## src/rtl/gltm_pkg.sv

```systemverilog
// shared types, constants and register codes for the load telemetry monitor
package gltm_pkg;

   // request commands
   localparam logic [1:0] CMD_SLICE  = 2'd0;
   localparam logic [1:0] CMD_SLOT   = 2'd1;
   localparam logic [1:0] CMD_CLEAR  = 2'd2;
   localparam logic [1:0] CMD_UPDATE = 2'd3;

   // configuration register indexes
   localparam int          CSR_IDX_W   = 3;
   localparam int          CSR_DATA_W  = 16;
   localparam logic [CSR_IDX_W-1:0] CSR_SRC    = 3'd0;
   localparam logic [CSR_IDX_W-1:0] CSR_PERIOD = 3'd1;
   localparam logic [CSR_IDX_W-1:0] CSR_LIMIT  = 3'd2;
   localparam logic [CSR_IDX_W-1:0] CSR_CTHR   = 3'd3;
   localparam logic [CSR_IDX_W-1:0] CSR_TTHR   = 3'd4;

   // reset values of the registers
   localparam logic [15:0] PERIOD_RST = 16'd250;
   localparam logic [3:0]  LIMIT_RST  = 4'd10;
   localparam logic [9:0]  CTHR_RST   = 10'd94;
   localparam logic [9:0]  TTHR_RST   = 10'd60;

   localparam logic [9:0]  NO_FRAG_RATIO = 10'd10;
   localparam logic [23:0] CNT_MAX       = 24'hFFFFFF;

   localparam int RING_SLOTS = 4;
   localparam int RING_W     = (RING_SLOTS > 1) ? $clog2(RING_SLOTS) : 1;

   // shared divider geometry
   localparam int DIV_W     = 48;
   localparam int DIVISOR_W = 33;
   localparam int QUO_W     = 24;
   localparam int DCNT_W    = 5;
   localparam logic [DCNT_W-1:0] PCT_BITS = 5'd7;
   localparam logic [DCNT_W-1:0] CLK_BITS = 5'd24;

   typedef struct packed {
      logic [1:0]  cmd;
      logic        flag;
      logic [31:0] slice_ns;
      logic [23:0] comp_time;
      logic [23:0] vert_time;
      logic [23:0] frag_time;
      logic [23:0] compute_jobs;
      logic [23:0] vertex_jobs;
      logic [23:0] fragment_jobs;
      logic [23:0] cur_clock;
      logic [31:0] now_ms;
      logic [63:0] out_counter;
   } req_type;

   typedef struct packed {
      logic        published;
      logic [23:0] avg_clock;
      logic [6:0]  avg_util;
      logic [3:0]  hcm_level;
      logic [63:0] out_delta;
      logic [1:0]  ring_index;
   } rsp_type;

   typedef struct packed {
      logic              start;
      logic [DCNT_W-1:0] nbits;
   } div_ctl_type;

   typedef struct packed {
      logic busy;
      logic done;
   } div_stat_type;

endpackage

```

## src/rtl/gltm_div.sv

```systemverilog
// shared restoring divider, one quotient bit per cycle
module gltm_div (
   input  logic                            clock,
   input  logic                            reset,
   input  gltm_pkg::div_ctl_type           ctl,
   input  logic [gltm_pkg::DIV_W-1:0]      dividend,
   input  logic [gltm_pkg::DIVISOR_W-1:0]  divisor,
   output gltm_pkg::div_stat_type          stat,
   output logic [gltm_pkg::QUO_W-1:0]      quotient
);

   logic [gltm_pkg::DIV_W-1:0]  rem_ff, rem_in;
   logic [gltm_pkg::DIV_W-1:0]  dsh_ff, dsh_in;
   logic [gltm_pkg::QUO_W-1:0]  quo_ff, quo_in;
   logic [gltm_pkg::DCNT_W-1:0] cnt_ff, cnt_in;
   logic                        busy_ff, busy_in;
   logic                        done_ff, done_in;

   always_comb begin
      rem_in  = rem_ff;
      dsh_in  = dsh_ff;
      quo_in  = quo_ff;
      cnt_in  = cnt_ff;
      busy_in = busy_ff;
      done_in = 1'b0;
      if (ctl.start) begin
         // align divisor with the top quotient bit
         rem_in  = dividend;
         dsh_in  = gltm_pkg::DIV_W'(divisor) << (ctl.nbits - 1'b1);
         quo_in  = '0;
         cnt_in  = ctl.nbits;
         busy_in = 1'b1;
      end else if (busy_ff) begin
         if (rem_ff >= dsh_ff) begin
            rem_in = rem_ff - dsh_ff;
            quo_in = {quo_ff[gltm_pkg::QUO_W-2:0], 1'b1};
         end else begin
            quo_in = {quo_ff[gltm_pkg::QUO_W-2:0], 1'b0};
         end
         dsh_in = dsh_ff >> 1;
         cnt_in = cnt_ff - 1'b1;
         if (cnt_ff == gltm_pkg::DCNT_W'(1)) begin
            busy_in = 1'b0;
            done_in = 1'b1;
         end
      end
   end

   always_ff @(posedge clock) begin
      if (reset) begin
         busy_ff <= 1'b0;
         done_ff <= 1'b0;
         cnt_ff  <= '0;
      end else begin
         busy_ff <= busy_in;
         done_ff <= done_in;
         cnt_ff  <= cnt_in;
      end
      rem_ff <= rem_in;
      dsh_ff <= dsh_in;
      quo_ff <= quo_in;
   end

   assign stat.busy = busy_ff;
   assign stat.done = done_ff;
   assign quotient  = quo_ff;

endmodule

```

## src/rtl/gpu_load_telemetry_monitor.sv

```systemverilog
// gpu load telemetry monitor: sequencer, accumulators and result register
// slice, slot, clear and source-off update requests: response valid the cycle after accept
// update without publish: CNT, TIME, UTIL, ACC, PUB, OUT; zero total time skips UTIL
// update with publish: adds the 24- and 7-bit quotient divisions for the two averages
// one request at a time; all divisions share the bit-serial divider
// reset (synchronous, active high) clears all accumulators and loads register defaults
module gpu_load_telemetry_monitor (
   input  logic                                 clock,
   input  logic                                 reset,
   input  logic                                 req_valid,
   output logic                                 req_ready,
   input  gltm_pkg::req_type                    req_data,
   output logic                                 rsp_valid,
   input  logic                                 rsp_ready,
   output gltm_pkg::rsp_type                    rsp_data,
   input  logic                                 csr_wr_en,
   input  logic [gltm_pkg::CSR_IDX_W-1:0]       csr_index,
   input  logic [gltm_pkg::CSR_DATA_W-1:0]      csr_wdata
);

   localparam logic [3:0] ST_IDLE = 4'd0;
   localparam logic [3:0] ST_CNT  = 4'd1;
   localparam logic [3:0] ST_TIME = 4'd2;
   localparam logic [3:0] ST_UTIL = 4'd3;
   localparam logic [3:0] ST_ACC  = 4'd4;
   localparam logic [3:0] ST_PUB  = 4'd5;
   localparam logic [3:0] ST_CLK  = 4'd6;
   localparam logic [3:0] ST_AVGU = 4'd7;
   localparam logic [3:0] ST_OUT  = 4'd8;

   logic [3:0]                  state_ff, state_in;
   gltm_pkg::req_type           req_ff, req_in;
   logic                        src_ff, src_in;
   logic [15:0]                 period_ff, period_in;
   logic [3:0]                  limit_ff, limit_in;
   logic [9:0]                  cthr_ff, cthr_in;
   logic [9:0]                  tthr_ff, tthr_in;
   logic [31:0]                 busy_t_ff, busy_t_in;
   logic [31:0]                 idle_t_ff, idle_t_in;
   logic                        slot_ff, slot_in;
   logic [3:0]                  hcm_ff, hcm_in;
   logic [47:0]                 clk_sum_ff, clk_sum_in;
   logic [31:0]                 util_sum_ff, util_sum_in;
   logic [23:0]                 smp_cnt_ff, smp_cnt_in;
   logic [31:0]                 last_pub_ff, last_pub_in;
   logic [63:0]                 last_oc_ff, last_oc_in;
   logic [gltm_pkg::RING_W-1:0] ring_ff, ring_in;
   logic                        cnt_ok_ff, cnt_ok_in;
   logic [6:0]                  util_ff, util_in;
   logic [23:0]                 avg_clk_ff, avg_clk_in;
   logic                        pub_ff, pub_in;
   logic                        rsp_valid_ff, rsp_valid_in;
   gltm_pkg::rsp_type           rsp_ff, rsp_in;

   gltm_pkg::div_ctl_type            div_ctl;
   gltm_pkg::div_stat_type           div_stat;
   logic [gltm_pkg::DIV_W-1:0]       div_dividend;
   logic [gltm_pkg::DIVISOR_W-1:0]   div_divisor;
   logic [gltm_pkg::QUO_W-1:0]       div_quotient;

   logic                        req_take;
   logic [24:0]                 job_sum;
   logic [31:0]                 job_lhs;
   logic [34:0]                 job_rhs;
   logic [24:0]                 time_sum;
   logic [31:0]                 time_lhs;
   logic [34:0]                 time_rhs;
   logic [32:0]                 total_t;
   logic [31:0]                 elapsed;
   logic [gltm_pkg::RING_W-1:0] ring_next;

   gltm_div u_div (
      .clock    (clock),
      .reset    (reset),
      .ctl      (div_ctl),
      .dividend (div_dividend),
      .divisor  (div_divisor),
      .stat     (div_stat),
      .quotient (div_quotient)
   );

   assign req_ready = (state_ff == ST_IDLE) && (!rsp_valid_ff || rsp_ready);
   assign req_take  = req_valid && req_ready;

   // ratio tests done as cross products: floor(n/d) > t iff n >= (t+1)*d
   assign job_sum  = 25'(req_ff.compute_jobs) + 25'(req_ff.vertex_jobs);
   assign job_lhs  = 32'(job_sum) * 32'd100;
   assign job_rhs  = 35'(11'(cthr_ff) + 11'd1) * 35'(req_ff.fragment_jobs);
   assign time_sum = 25'(req_ff.vert_time) + 25'(req_ff.comp_time);
   assign time_lhs = 32'(time_sum) * 32'd100;
   assign time_rhs = 35'(11'(tthr_ff) + 11'd1) * 35'(req_ff.frag_time);
   assign total_t  = 33'(busy_t_ff) + 33'(idle_t_ff);
   assign elapsed  = req_ff.now_ms - last_pub_ff;
   assign ring_next = (32'(ring_ff) == gltm_pkg::RING_SLOTS - 1) ? '0 : ring_ff + 1'b1;

   // divider operand selection follows the sequencer
   always_comb begin
      case (state_ff)
         ST_TIME: begin
            div_dividend = gltm_pkg::DIV_W'(40'(busy_t_ff) * 40'd100);
            div_divisor  = total_t;
         end
         ST_PUB: begin
            div_dividend = clk_sum_ff;
            div_divisor  = gltm_pkg::DIVISOR_W'(smp_cnt_ff);
         end
         default: begin
            div_dividend = gltm_pkg::DIV_W'(util_sum_ff);
            div_divisor  = gltm_pkg::DIVISOR_W'(smp_cnt_ff);
         end
      endcase
   end

   always_comb begin
      state_in     = state_ff;
      req_in       = req_ff;
      src_in       = src_ff;
      period_in    = period_ff;
      limit_in     = limit_ff;
      cthr_in      = cthr_ff;
      tthr_in      = tthr_ff;
      busy_t_in    = busy_t_ff;
      idle_t_in    = idle_t_ff;
      slot_in      = slot_ff;
      hcm_in       = hcm_ff;
      clk_sum_in   = clk_sum_ff;
      util_sum_in  = util_sum_ff;
      smp_cnt_in   = smp_cnt_ff;
      last_pub_in  = last_pub_ff;
      last_oc_in   = last_oc_ff;
      ring_in      = ring_ff;
      cnt_ok_in    = cnt_ok_ff;
      util_in      = util_ff;
      avg_clk_in   = avg_clk_ff;
      pub_in       = pub_ff;
      rsp_valid_in = rsp_valid_ff && !rsp_ready;
      rsp_in       = rsp_ff;
      div_ctl      = '0;

      if (csr_wr_en) begin
         case (csr_index)
            gltm_pkg::CSR_SRC:    src_in    = csr_wdata[0];
            gltm_pkg::CSR_PERIOD: period_in = csr_wdata;
            gltm_pkg::CSR_LIMIT:  limit_in  = csr_wdata[3:0];
            gltm_pkg::CSR_CTHR:   cthr_in   = csr_wdata[9:0];
            gltm_pkg::CSR_TTHR:   tthr_in   = csr_wdata[9:0];
            default: ;
         endcase
      end

      case (state_ff)
         ST_IDLE: begin
            if (req_take) begin
               req_in = req_data;
               case (req_data.cmd)
                  gltm_pkg::CMD_SLICE: begin
                     if (req_data.flag && slot_ff) begin
                        busy_t_in = busy_t_ff + req_data.slice_ns;
                     end else begin
                        idle_t_in = idle_t_ff + req_data.slice_ns;
                     end
                  end
                  gltm_pkg::CMD_SLOT: slot_in = req_data.flag;
                  gltm_pkg::CMD_CLEAR: begin
                     busy_t_in = '0;
                     idle_t_in = '0;
                  end
                  default: ;
               endcase
               if (req_data.cmd == gltm_pkg::CMD_UPDATE && src_ff) begin
                  state_in = ST_CNT;
               end else begin
                  rsp_valid_in = 1'b1;
                  rsp_in       = '0;
               end
            end
         end
         ST_CNT: begin
            if (job_sum == '0) begin
               cnt_ok_in = 1'b0;
            end else if (req_ff.fragment_jobs == '0) begin
               cnt_ok_in = gltm_pkg::NO_FRAG_RATIO > cthr_ff;
            end else begin
               cnt_ok_in = 35'(job_lhs) >= job_rhs;
            end
            state_in = ST_TIME;
         end
         ST_TIME: begin
            if (req_ff.frag_time != '0) begin
               if (cnt_ok_ff && (35'(time_lhs) >= time_rhs)) begin
                  if (hcm_ff < limit_ff) begin
                     hcm_in = hcm_ff + 1'b1;
                  end
               end else if (hcm_ff != '0) begin
                  hcm_in = hcm_ff - 1'b1;
               end
            end
            if (total_t == '0) begin
               util_in  = '0;
               state_in = ST_ACC;
            end else begin
               div_ctl.start = 1'b1;
               div_ctl.nbits = gltm_pkg::PCT_BITS;
               state_in      = ST_UTIL;
            end
         end
         ST_UTIL: begin
            if (div_stat.done) begin
               util_in  = div_quotient[6:0];
               state_in = ST_ACC;
            end
         end
         ST_ACC: begin
            // a full sample counter freezes the sums until the next publish
            if (smp_cnt_ff != gltm_pkg::CNT_MAX) begin
               clk_sum_in  = clk_sum_ff + 48'(req_ff.cur_clock);
               util_sum_in = util_sum_ff + 32'(util_ff);
               smp_cnt_in  = smp_cnt_ff + 1'b1;
            end
            state_in = ST_PUB;
         end
         ST_PUB: begin
            pub_in = (elapsed >= 32'(period_ff)) && (smp_cnt_ff != '0);
            if ((elapsed >= 32'(period_ff)) && (smp_cnt_ff != '0)) begin
               div_ctl.start = 1'b1;
               div_ctl.nbits = gltm_pkg::CLK_BITS;
               state_in      = ST_CLK;
            end else begin
               state_in = ST_OUT;
            end
         end
         ST_CLK: begin
            if (div_stat.done) begin
               avg_clk_in    = div_quotient;
               div_ctl.start = 1'b1;
               div_ctl.nbits = gltm_pkg::PCT_BITS;
               state_in      = ST_AVGU;
            end
         end
         ST_AVGU: begin
            if (div_stat.done) begin
               util_in  = div_quotient[6:0];
               state_in = ST_OUT;
            end
         end
         ST_OUT: begin
            if (!rsp_valid_ff || rsp_ready) begin
               rsp_valid_in     = 1'b1;
               rsp_in           = '0;
               rsp_in.hcm_level = hcm_ff;
               if (pub_ff) begin
                  rsp_in.published  = 1'b1;
                  rsp_in.avg_clock  = avg_clk_ff;
                  rsp_in.avg_util   = util_ff;
                  rsp_in.out_delta  = req_ff.out_counter - last_oc_ff;
                  rsp_in.ring_index = 2'(ring_next);
                  clk_sum_in        = '0;
                  util_sum_in       = '0;
                  smp_cnt_in        = '0;
                  ring_in           = ring_next;
                  last_oc_in        = req_ff.out_counter;
                  last_pub_in       = req_ff.now_ms;
               end
               state_in = ST_IDLE;
            end
         end
         default: state_in = ST_IDLE;
      endcase
   end

   always_ff @(posedge clock) begin
      if (reset) begin
         state_ff     <= ST_IDLE;
         src_ff       <= 1'b0;
         period_ff    <= gltm_pkg::PERIOD_RST;
         limit_ff     <= gltm_pkg::LIMIT_RST;
         cthr_ff      <= gltm_pkg::CTHR_RST;
         tthr_ff      <= gltm_pkg::TTHR_RST;
         busy_t_ff    <= '0;
         idle_t_ff    <= '0;
         slot_ff      <= 1'b0;
         hcm_ff       <= '0;
         clk_sum_ff   <= '0;
         util_sum_ff  <= '0;
         smp_cnt_ff   <= '0;
         last_pub_ff  <= '0;
         last_oc_ff   <= '0;
         ring_ff      <= '0;
         rsp_valid_ff <= 1'b0;
      end else begin
         state_ff     <= state_in;
         src_ff       <= src_in;
         period_ff    <= period_in;
         limit_ff     <= limit_in;
         cthr_ff      <= cthr_in;
         tthr_ff      <= tthr_in;
         busy_t_ff    <= busy_t_in;
         idle_t_ff    <= idle_t_in;
         slot_ff      <= slot_in;
         hcm_ff       <= hcm_in;
         clk_sum_ff   <= clk_sum_in;
         util_sum_ff  <= util_sum_in;
         smp_cnt_ff   <= smp_cnt_in;
         last_pub_ff  <= last_pub_in;
         last_oc_ff   <= last_oc_in;
         ring_ff      <= ring_in;
         rsp_valid_ff <= rsp_valid_in;
      end
      req_ff     <= req_in;
      cnt_ok_ff  <= cnt_ok_in;
      util_ff    <= util_in;
      avg_clk_ff <= avg_clk_in;
      pub_ff     <= pub_in;
      rsp_ff     <= rsp_in;
   end

   assign rsp_valid = rsp_valid_ff;
   assign rsp_data  = rsp_ff;

`ifndef SYNTHESIS
   a_ready_only_idle: assert property (@(posedge clock) disable iff (reset)
      req_ready |-> state_ff == ST_IDLE)
      else $error("request taken while sequencer busy");

   a_util_range: assert property (@(posedge clock) disable iff (reset)
      rsp_valid_ff |-> rsp_ff.avg_util <= 7'd100)
      else $error("average utilization above 100");

   a_quiet_no_pub: assert property (@(posedge clock) disable iff (reset)
      (rsp_valid_ff && !rsp_ff.published) |->
         (rsp_ff.avg_clock == '0 && rsp_ff.out_delta == '0 && rsp_ff.ring_index == '0))
      else $error("non-publishing response carries data");

   a_div_done_state: assert property (@(posedge clock) disable iff (reset)
      div_stat.done |-> (state_ff == ST_UTIL || state_ff == ST_CLK || state_ff == ST_AVGU))
      else $error("divider finished outside a wait state");

   a_div_idle: assert property (@(posedge clock) disable iff (reset)
      (state_ff == ST_IDLE) |-> !div_stat.busy)
      else $error("divider running while sequencer idle");
`endif

endmodule

```

## config.mk

```make
export PLATFORM = sky130hd
export DESIGN_NAME = gpu_load_telemetry_monitor
export DESIGN_NICKNAME = d
export VERILOG_FILES = /design/src/rtl/gltm_pkg.sv /design/src/rtl/gltm_div.sv /design/src/rtl/gpu_load_telemetry_monitor.sv
export SDC_FILE = /design/constraint.sdc
export NUM_CORES = 2
export LEC_CHECK = 0
export BUFFER_PORTS_ARGS = -buffer_cell sky130_fd_sc_hd__buf_2
export CAP_MARGIN = 5
export CORE_ASPECT_RATIO = 1.5
export CORE_MARGIN = 4
export CORE_UTILIZATION = 65
export CTS_BUF_LIST = sky130_fd_sc_hd__clkbuf_8
export DETAILED_ROUTE_END_ITERATION = 10
export GPL_TIMING_DRIVEN = 0
export PLACE_DENSITY = 0.84
export SETUP_SLACK_MARGIN = 0.5
export SYNTH_ARGS = -nofsm -noshare
export SYNTH_HDL_FRONTEND = slang
export SYNTH_SLANG_ARGS = --single-unit
```

## constraint.sdc

```tcl
create_clock -name clock -period 10.9 [get_ports clock]
set_input_delay 3.27 -clock clock [delete_from_list [all_inputs] [get_ports clock]]
set_output_delay 3.27 -clock clock [all_outputs]
set_load 0.02 [all_outputs]
```

==> run_results.csv <==
group,metric,value,unit
logic_synthesis,seq_area_frac_synth,29.8,%
detailed_routing,drt-pass1-iter-count,6,
logic_synthesis,netlist_instances,8024,
clock_network,clk_pin_slew_worst_paths,60,ps
worst_setup_path,cp_num_cells,43,
layout,most-common-layout-cells,"inv_1 (990), nand2_1 (850), ha_1 (820), a21oi_1 (585), nor2_1 (530)",
worst_setup_path,crit_arrival,11010,ps
logic_synthesis,synth-main-ff-cell,"edfxtp_1",
grt,grt_pass1_wl,346,mm
flow_run,maxCapViolations,1,
layout,fin_area,0.0809,mm2
clock_network,ctsHtreeMaxLevel,4,
min_path,hold_path.startpoint,"u_div.quotient[23]",
detailed_routing,detailedRoute.firstIterationViolations,4534,
logic_synthesis,ys_ff_latch,843,
sta,finalCritPeriodShare,93.8,%
detailed_routing,drc,0,
placed_design,placed_area,0.0775,mm2
worst_setup_path,r2r_end,"hcm_ff[3]",
die,io_pins,427,
grt,grt_max_degree,110,
logic_synthesis,syn-num-nets,9642,
die,fp.dieW,282,um
clock_network,cts_buffer_depth,3,
layout,drive_gt1_share,8.97,%
logic_synthesis,syn_avg_cell_area,9.14,um2
detailed_routing,routed_wl,227,mm
sta,fin_skew,46.1,ps
clock_network,clk_root_buffer_cell,"clkbuf_8",
min_path,min_path_cells,0,
placed_design,port_buffers,426,
power_and_ir_drop,power_density,207,mW/mm2
sta,rsz0062_at_grt,"yes",
worst_setup_path,critPathTopFamily,"adder cells",
min_path,whs_endpoint,"avg_clk_ff[23]",
grt,grt_antenna_before_repair,48,
sta,timing.final.ws_setup,672,ps
worst_setup_path,max_stage_delay,610,ps
layout,syn_to_final_growth,10.2,%
clock_network,cts_tree,"yes",
clock_network,clock-sinks,843,
sta,finalHoldViolCount,0,
detailed_routing,vias_per_cell,6.12,
grt,grt_overflow,0,
detailed_routing,wire_per_inst,22.2,um
die,fp.coreArea,0.112,mm2
worst_setup_path,cp-end-kind,"flip-flop",
layout,num-nets-final,10227,
sta,setup_viol,0,
worst_setup_path,r2r-start,"tthr_ff[4]",
sta,tightest_slew,1460,ps
placed_design,routabilityCongestion,1.02,
logic_synthesis,ys_types,88,
die,design.die.area,0.118,mm2
die,rows,150,
worst_setup_path,r2r_slack,670,ps
die,die_h,419,um
worst_setup_path,worstPathRequired,11680,ps
sta,maxSlewHeadroom,1.65,%
worst_setup_path,crit_slowest_cell,"fa_1",
logic_synthesis,postSynth.asyncResetShare,0,%
detailed_routing,antenna_left,0,
power_and_ir_drop,total_power,16700,uW
worst_setup_path,cp_max_fo,10,
clock_network,cts_made_buffers,134,
logic_synthesis,synth_warnings,0,
power_and_ir_drop,power_leakage,0.0369,uW
min_path,hp-class,"flip-flop to flip-flop",
sta,min_period,10230,ps
power_and_ir_drop,ir_drop,447,uV
worst_setup_path,critical_path_class,"flip-flop to flip-flop",
grt,grt_util_all_layers,37.9,%
logic_synthesis,synth_area,0.0734,mm2
clock_network,clock_latency,910,ps
detailed_routing,vias,62414,
die,start_util,65.6,%
logic_synthesis,synth-edff-count,495,
worst_setup_path,cp_num_buf_inv,6,
sta,final_max_slew_viol_count,0,
status,status,"finished, violations left",
grt,grt_pass1_vias,64020,
placed_design,pre_cts_ws,-1940,ps
layout,layout.cells.most_common,"inv_1",
worst_setup_path,rr_worst_depth,43,
worst_setup_path,path_common_cell,"fa_1",
sta,max_freq,97.8,MHz
status,violations,"max-capacitance violations",
placed_design,dpl.hpwl,181,mm
worst_setup_path,start_kind,"flip-flop",
[worst register-to-register path, delay by kind of cell, from the launching register on]
kind / cells / cell delay [ps]
flip-flops: 1 / 380
adder cells (fa/ha/maj): 8 / 3600
AND/OR/NAND/NOR: 11 / 2030
XOR/XNOR: 2 / 450
buffers and inverters: 6 / 790
multiplexers: 1 / 80
AO/OA/AOI/OAI: 15 / 2800
[final cells by class]
type	instances	area, um2
Clock inverter	102	838
Antenna cell	44	110
Inverter	951	3580
Multi-Input combinational cell	5946	47200
Clock buffer	140	1930
Buffer	284	1160
Sequential cell	843	21800
Timing Repair Buffer	449	2390
Fill cell	8504	31000
Tap cell	1444	1810
[how the worst max path moves through the flow]
| stage | slack (ps) | to | start |
|---|---|---|---|
| global placement | -1550 | hcm_ff[3] | tthr_ff[0] |
| CTS | 480 | hcm_ff[3] | tthr_ff[2] |
| global route | 350 | hcm_ff[3] | tthr_ff[4] |
| detailed placement | -1940 | hcm_ff[3] | tthr_ff[0] |
| finish | 670 | hcm_ff[3] | tthr_ff[4] |
| floorplan | 1280 | hcm_ff[3] | tthr_ff[0] |
[repair_timing]
item	CTS	global route
endpoints found under the setup margin	5	5
buffers inserted	10	6
hold buffers	0	0
resized for setup	58	54
pin swaps	9	16
[through the flow]
stage | utilization [%] | std cells | TNS (ps) | hold WS (ps)
final | 72.3 | 10203 | 0 | 437
after CTS | 72.0 | 10153 | 0 | 436
after global placement | 69.1 | 9894 | -311040 | 414
after global routing | 72.3 | 10194 | 0 | 463
after detailed placement | 69.2 | 9901 | -5750 | 421
after floorplan | - | 8024 | 0 | 408
[power by group]
| part | total (uW) | internal, uW | leakage, uW | switching (uW) |
|---|---|---|---|---|
| combinational | 10300 | 4500 | 0.0278 | 5780 |
| sequential | 3540 | 3470 | 0.00752 | 71.2 |
| clock | 2890 | 1460 | 0.00156 | 1430 |
[routing by layer]
layer | wire, um | GRT usage, % | share of wire (%)
met3 | 16300 | 7.79 | 7.2
met5 | 19 | 0 | 0.0084
met1 | 76800 | 39.4 | 34
met4 | 21800 | 30.9 | 9.6
met2 | 112000 | 65.8 | 49
[sequential cells by signal (all words and copies together), names as in the netlist, 16 cells and up]
register / cells
idle_t_ff: 32
last_pub_ff: 32
u_div.dsh_ff: 48
last_oc_ff: 64
clk_sum_ff: 48
avg_clk_ff: 24
req_ff: 264
u_div.quotient: 24
busy_t_ff: 32
smp_cnt_ff: 24
util_sum_ff: 32
u_div.rem_ff: 48
rsp_data: 102
period_ff: 16
[Yosys cell counts (10+ instances only)]
| cell | n | area share [%] |
|---|---|---|
| and2_1 | 134 | 1.1 |
| fa_1 | 472 | 13 |
| a221oi_1 | 20 | 0.24 |
| a31oi_1 | 55 | 0.47 |
| mux2i_1 | 62 | 0.85 |
| nand2_1 | 851 | 4.4 |
| nand2b_1 | 108 | 0.92 |
| o22ai_1 | 17 | 0.14 |
| o21bai_1 | 60 | 0.61 |
| a21boi_0 | 18 | 0.18 |
| xnor2_1 | 261 | 3.1 |
| or2_2 | 32 | 0.27 |
| a22oi_1 | 78 | 0.80 |
| a311oi_1 | 10 | 0.12 |
| nor2_1 | 531 | 2.7 |
| edfxtp_1 | 495 | 20 |
| o31ai_1 | 34 | 0.35 |
| o41ai_1 | 11 | 0.13 |
| clkbuf_1 | 265 | 1.4 |
| buf_1 | 13 | 0.067 |
| a211o_1 | 24 | 0.29 |
| a2111oi_0 | 10 | 0.12 |
| a21o_1 | 217 | 2.2 |
| and3_1 | 113 | 0.96 |
| ha_1 | 823 | 14 |
| inv_1 | 950 | 4.9 |
| or3_1 | 57 | 0.49 |
| nand4_1 | 68 | 0.58 |
| nor4_1 | 35 | 0.30 |
| o21ai_0 | 267 | 1.8 |
| o211ai_1 | 30 | 0.31 |
| nor2b_1 | 172 | 1.5 |
| o31a_1 | 15 | 0.18 |
| dfxtp_1 | 348 | 9.5 |
| a211oi_1 | 49 | 0.50 |
| a21oi_1 | 588 | 4.0 |
| nor3b_1 | 11 | 0.11 |
| a22o_1 | 11 | 0.13 |
| mux2_2 | 10 | 0.15 |
| xor2_1 | 188 | 2.2 |
| nand3_1 | 158 | 1.1 |
| a41o_1 | 12 | 0.16 |
| o21a_1 | 69 | 0.71 |
| nor3_1 | 122 | 0.83 |
| nand3b_1 | 20 | 0.20 |
[logic make-up (layout without fill, tap and decap cells)]
| logic type | after synthesis | after routing | share of synthesized area (%) |
|---|---|---|---|
| compound gates | 1678 | 1678 | 14.6 |
| flops | 843 | 843 | 29.8 |
| mux | 80 | 80 | 1.22 |
| buf+inv | 1235 | 1926 | 6.34 |
| fa+ha+maj | 1295 | 1295 | 26.9 |
| other cells | 0 | 44 | 0 |
| xor+xnor | 449 | 449 | 5.36 |
| simple gates | 2444 | 2444 | 15.8 |
(Power assumes the default switching activity.)
